<file path="src/sv/assert_macros.svh">
// Assertion macros shared by the compressor modules.
`ifndef ASSERT_MACROS_SVH
`define ASSERT_MACROS_SVH

`ifndef ASSERT_OFF
// Property that must hold at every clock edge outside reset.
`define ASSERT_CLK(lbl, prop) \
  lbl: assert property (@(posedge clk) disable iff (!rst_n) prop) \
    else $error("assertion failed");
// Condition that must never be true outside reset.
`define ASSERT_NEVER(lbl, cond) \
  lbl: assert property (@(posedge clk) disable iff (!rst_n) !(cond)) \
    else $error("forbidden condition seen");
`else
`define ASSERT_CLK(lbl, prop)
`define ASSERT_NEVER(lbl, cond)
`endif

`endif

</file>
<file path="src/sv/dwc_pkg.sv">
// Types and constants of the deadband waveform compressor.
package dwc_pkg;

  localparam int CH_W       = 8;
  localparam int TIME_W     = 56;
  localparam int VAL_W      = 48;
  localparam int STEP_W     = 47;
  localparam int CFG_DATA_W = 56;
  localparam int CFG_IDX_W  = 2;

  // Configuration register indexes.
  localparam logic [CFG_IDX_W-1:0] CFG_VOLT_STEP    = 2'd0;
  localparam logic [CFG_IDX_W-1:0] CFG_CURRENT_STEP = 2'd1;
  localparam logic [CFG_IDX_W-1:0] CFG_TIME_STEP    = 2'd2;

  // Unit kind codes.
  localparam logic [1:0] UNIT_CURRENT = 2'd0;
  localparam logic [1:0] UNIT_VOLTAGE = 2'd1;
  localparam logic [1:0] UNIT_NONE    = 2'd2;
  localparam logic [1:0] UNIT_OTHER   = 2'd3;

  // Register reset values.
  localparam logic [STEP_W-1:0] VOLT_STEP_RST    = 47'd10000000000;
  localparam logic [STEP_W-1:0] CURRENT_STEP_RST = 47'd10000000;
  localparam logic [TIME_W-1:0] TIME_STEP_RST    = 56'd1000;

  // Result queue geometry.
  localparam int FIFO_DEPTH = 4;
  localparam int PTR_W      = 2;
  localparam int CNT_W      = 3;

  typedef struct packed {
    logic [STEP_W-1:0] volt_step;
    logic [STEP_W-1:0] current_step;
    logic [TIME_W-1:0] time_step;
  } cfg_t;

  // One channel's stored state: flags, last kept point and held point.
  typedef struct packed {
    logic                     has_kept;
    logic                     held_valid;
    logic [TIME_W-1:0]        lk_time;
    logic signed [VAL_W-1:0]  lk_value;
    logic [TIME_W-1:0]        held_time;
    logic signed [VAL_W-1:0]  held_value;
  } chan_word_t;

  typedef struct packed {
    logic [CH_W-1:0]         channel;
    logic [TIME_W-1:0]       time_fs;
    logic signed [VAL_W-1:0] value;
    logic                    last;
  } point_t;

  // Up to two result beats written into the queue in one cycle.
  typedef struct packed {
    logic   push0;
    logic   push1;
    point_t pt0;
    point_t pt1;
  } push_t;

endpackage

</file>
<file path="src/sv/dwc_out_fifo.sv">
// Result queue: takes up to two points a cycle, delivers one beat a cycle while out_ready is high.
`include "assert_macros.svh"

module dwc_out_fifo (
  input  logic                      clk,
  input  logic                      rst_n,
  input  dwc_pkg::push_t            push,
  output logic [dwc_pkg::CNT_W-1:0] free,
  output logic                      out_valid,
  input  logic                      out_ready,
  output dwc_pkg::point_t           out_pt
);
  import dwc_pkg::*;

  point_t           mem [FIFO_DEPTH];
  logic [PTR_W-1:0] wp_r;
  logic [PTR_W-1:0] rp_r;
  logic [CNT_W-1:0] count_r;
  logic             pop;

  assign out_valid = (count_r != '0);
  assign out_pt    = mem[rp_r];
  assign pop       = out_valid && out_ready;
  assign free      = CNT_W'(FIFO_DEPTH) - count_r;

  // Pointers and fill count.
  always_ff @(posedge clk) begin
    if (!rst_n) begin
      wp_r    <= '0;
      rp_r    <= '0;
      count_r <= '0;
    end else begin
      wp_r    <= wp_r + PTR_W'(push.push0) + PTR_W'(push.push1);
      rp_r    <= rp_r + PTR_W'(pop);
      count_r <= count_r + CNT_W'(push.push0) + CNT_W'(push.push1) - CNT_W'(pop);
    end
  end

  // Entry storage; the second point lands behind the first.
  always_ff @(posedge clk) begin
    if (push.push0) begin
      mem[wp_r] <= push.pt0;
    end
    if (push.push1) begin
      mem[wp_r + PTR_W'(1)] <= push.pt1;
    end
  end

  `ASSERT_CLK(a_pair_in_order, push.push1 |-> push.push0)
  `ASSERT_CLK(a_no_overflow, push.push0 |-> (count_r + CNT_W'(push.push1)) < CNT_W'(FIFO_DEPTH))
  `ASSERT_CLK(a_count_tracks, $past(rst_n) |-> count_r == CNT_W'($past(count_r) + $past(CNT_W'(push.push0)) + $past(CNT_W'(push.push1)) - $past(CNT_W'(pop))))

endmodule

</file>
<file path="config.mk">
export PLATFORM = sky130hd
export DESIGN_NAME = dwc_out_fifo
export DESIGN_NICKNAME = d
export VERILOG_FILES = /design/src/sv/dwc_pkg.sv /design/src/sv/dwc_out_fifo.sv
export VERILOG_INCLUDE_DIRS = /design/src /design/src/sv
export SDC_FILE = /design/constraint.sdc
export NUM_CORES = 1
export LEC_CHECK = 0
export BUFFER_PORTS_ARGS = -buffer_cell sky130_fd_sc_hd__buf_2
export CAP_MARGIN = 10
export CORE_MARGIN = 4
export CORE_UTILIZATION = 59
export CTS_BUF_LIST = sky130_fd_sc_hd__clkbuf_8
export CTS_CLUSTER_SIZE = 12
export DETAILED_ROUTE_END_ITERATION = 8
export PLACE_DENSITY = 0.83
export SLEW_MARGIN = 20
export SYNTH_ARGS = -nofsm -noshare
export SYNTH_HDL_FRONTEND = slang
export SYNTH_SLANG_ARGS = --single-unit
</file>
<file path="constraint.sdc">
create_clock -name clk -period 11.67 [get_ports clk]
set_input_delay 0.5835 -clock clk [delete_from_list [all_inputs] [get_ports clk]]
set_output_delay 0.5835 -clock clk [all_outputs]
set_load 0.02 [all_outputs]
</file>
Word level (Yosys, flattened, before mapping)
Memories as Yosys holds them, arrays and structs flattened. A register that Yosys moved wholly into a read port is not among the register bits.
Cells that the tools add are included.
{ "word_totals": {"ramBits": 452, "register_bits": 7, "memories": 1, "romBits": 0, "inputBits": 231, "latchBits": 0} }
{ "op_classes": {"n_addsub": 8, "div_mod_pow": 0, "n_shift": 0, "muxes": 5, "reduce_logical": 2, "mul": 0, "eq_ne": 0, "magnitude_cmp": 0, "bitwise": 0} }
{ "mem_list": {"columns": ["memory", "words", "width", "read_ports", "rd_clocked_by_memory_dff", "wr", "line", "text"], "rows": [
  ["mem", 4, 113, 1, 1, 2, "dwc_out_fifo.sv:15", "point_t mem [FIFO_DEPTH];"]
]} }
{ "ops": {"columns": ["cell", "n"], "rows": [
  ["$add A2 B1 Y2", 3],
  ["$add A3 B1 Y3", 2],
  ["$mux W1", 4],
  ["$reduce_bool A3 Y1", 1],
  ["$sub A3 B1 Y3", 1],
  ["$sub A3 B3 Y3 const A", 1],
  ["$add A2 B1 Y2 const B", 1],
  ["$mux W2", 1],
  ["$logic_and A1 B1 Y1", 1]
]} }

Longest topological paths before layout
{ "logic_depth": {"ltp_word": 4, "mapped_depth": 10, "ltp_nobuf": 10} }

Worst setup path after synthesis
OpenSTA, ideal clock, no wires.
{ "synth_path": {"kind": "in2reg", "start": "in push[227] in the netlist's numbering", "end": "mem mem[2][0] in the netlist's numbering (enable)", "path_slack_ns": 2.381, "path_buffers": 0, "required_time_ns": 10.929, "arrival_ns": 8.548, "path_stages": 2, "path_cell_list": "nand2b_1 > o21ai_0"} }
{ "synth_lines": {"columns": ["item", "line", "text"], "rows": [
  ["from (decl)", "dwc_out_fifo.sv:7", "input dwc_pkg::push_t push,"],
  ["to (decl)", "dwc_out_fifo.sv:15", null]
]} }

==> results.cfg <==
[route]
dr.pass1.iters = 4
vias_per_cell = 6.05
first_iter_violations = 783
drc = 0
wire_per_inst_microns = 24.8
vias = 12329
final_antenna_net_count = 0
wirelength_microns = 50600

[yosys]
synthCells = 1138
avgSynthCellArea_sq_um = 19.4
synth_warnings = 0
ys_ff_latch = 459
synth_edf_count = 452
syn_nets = 1376
synthArstFlopShare_pct = 0
synthesis.area_sq_um = 22100
synthDistinctLibCells = 23
ys.flop_type = edfxtp_1
ys_seq_area_share_pct = 62.1

[die]
coreArea_sq_um = 36800
die_area_sq_um = 40600
dieWidth_microns = 201
die_y_microns = 201
initial_core_util_pct = 60.0
rows = 70
num_io_pins = 348

[clocking]
cts_inserted_buffers = 74
clkLatencyLatePin_ps = 610
path_clk_slew_ps = 60
postCtsHoldBufs = 0
cts-root-buf = clkbuf_8
cts_setup_buffers = 0
cts_sinks = 459
cts_tree = yes
clockBufferDepth = 3
htreeDepth = 3
cts_resized = 0

[setup_path]
critPathCapture = out_pt[20]
start_kind = register
r2r-end = mem[1][107]
crit_start = rp_r[1]
r2r-start = wp_r[0]
cpPeakStageDelay_ps = 990
cp_slowest_cell = dfxtp_4
cp.depth = 3
ff2ff_path_depth = 4
path_class = register to output pin
crit_fanout = 63
path_delay_family = buffers and inverters
crit_buf_inv = 2
path_cells = buf_4 > mux4_2 > buf_2
cp_data_arrival_time_ps = 3150
worstSetupEndpointType = output pin
regToRegSetupSlack_ps = 8270
cp.required_ps = 11090

[pwr]
power_leakage_nw = 9.12
irDropWorstVdd_v = 0.000138
pwr_density_cell_nw_per_um2 = 187

[place]
place_inst = 1895
gp_congestion = 0.757
place_hpwl_microns = 30300
port-buffer-count = 347

[finish]
areaGrowthSynthToFinish_pct = 15.5
layout-drive-gt1-share_pct = 66.0
fin_util_pct = 69.4
layout_common_cells = mux2_2, edfxtp_1, buf_2
layout.cells.non_filler = 2039
nets = 1741
nFillCells = 2429
area.sequential_sq_um = 13700
multi_input_area_sq_um = 7960

[timing]
rsz0062_at_grt = false
worst_slew_margin_rel_pct = 24.4
post-route-period-util_pct = 32.0
fmax_mhz = 268
clock_skew_ps = 19.4
final.setup.tns_ps = 0
hold_viol_final = 0
slew_violations = 0
worst_slew_pin_slew_ps = 1130
setup_viol = 0
min_period_ps = 3730

[grt]
grt_max_degree = 69
grt_pass1_vias = 13344
grt_overflow = 0
grt_pass1_wl_microns = 78100
antenna_found_initial = 24
grt_use_total_pct = 24.9

[outcome]
outcome = complete, no violations

[run]
drv_cap = 0

[min_path]
hold_class = input port to register
[flip-flops by register name, summed over array words and instances (netlist names)]
register,flops
mem,452
wp_r,2
count_r,3
rp_r,2
[logic make-up (layout without fill, tap and decap cells)]
group | after synthesis | count (layout) | synth area share, %
flops | 459 | 459 | 62.1
fa+ha+maj | 7 | 7 | 0.499
simple gates | 15 | 15 | 0.436
other cells | 0 | 14 | 0
mux | 566 | 566 | 34.6
xor+xnor | 3 | 3 | 0.181
buf+inv | 86 | 505 | 2.12
compound gates | 2 | 2 | 0.0453
[area by class of cell]
cell class                 count  share of cell area [%]
antenna                       14                   0.137
clock buffer                  75                    4.05
clock inverter                55                    1.04
inverter                       9                   0.132
multi-input combinational    593                    31.2
sequential                   459                    53.8
tap                          468                    2.30
timing repair buffer         366                    7.37
[through the flow]
step / power (mW) / hold slack (ps) / area [sq um] / worst slack, ps
after detailed placement: 3.59 / 689 / 24200 / 8020
after global placement: 3.56 / 660 / 24200 / 8020
after global routing: 5.00 / 248 / 25500 / 7690
after CTS: 4.83 / 204 / 25500 / 7850
after floorplan: 3.18 / 552 / 22100 / 2380
final: 4.78 / 253 / 25500 / 7940
[routing by layer]
layer	routed length [microns]	share of wire (%)	GRT usage (%)
met5	182	0.36	0
met4	1100	2.2	6.88
met3	4320	8.6	7.46
met2	24600	49	40.0
met1	20400	40	33.7
[Yosys cell counts (2+ instances only)]
master	count	area [sq um]
mux2_2	452	5090
nor2_1	2	7.51
buf_4	10	75.1
xor2_1	2	17.5
nand3b_1	2	15.0
clkbuf_1	7	26.3
mux4_2	113	2540
dfxtp_1	7	140
buf_1	4	15.0
fa_1	3	60.1
buf_6	6	67.6
inv_1	9	33.8
o21ai_0	2	10.0
edfxtp_1	452	13600
ha_1	4	50.1
and2_1	7	43.8
buf_2	50	250
[how the worst min path moves through the flow]
| stage | start | endpoint | cells after the start |
|---|---|---|---|
| final | rst_n | count_r[2] | 2 |
| after global routing | rst_n | rp_r[0] | 2 |
| after CTS | rst_n | rp_r[0] | 2 |
| after detailed placement | count_r[1] | count_r[2] | 2 |
| after global placement | count_r[1] | count_r[2] | 2 |
| after floorplan | rp_r[0] | rp_r[0] | 2 |
[power breakdown]
group	total (mW)	internal [mW]	switching [mW]
Sequential	2.17	2.07	0.0926
Combinational	1.37	0.608	0.765
Clock	1.23	0.621	0.614
Total	4.78	3.30	1.47
[worst register-to-register path, delay by kind of cell (launching register included)]
family / cells / cell delay [ps]
flops: 1 / 540
mux: 1 / 260
buf+inv: 2 / 1340
simple gates: 1 / 840
(Power assumes the default switching activity.)
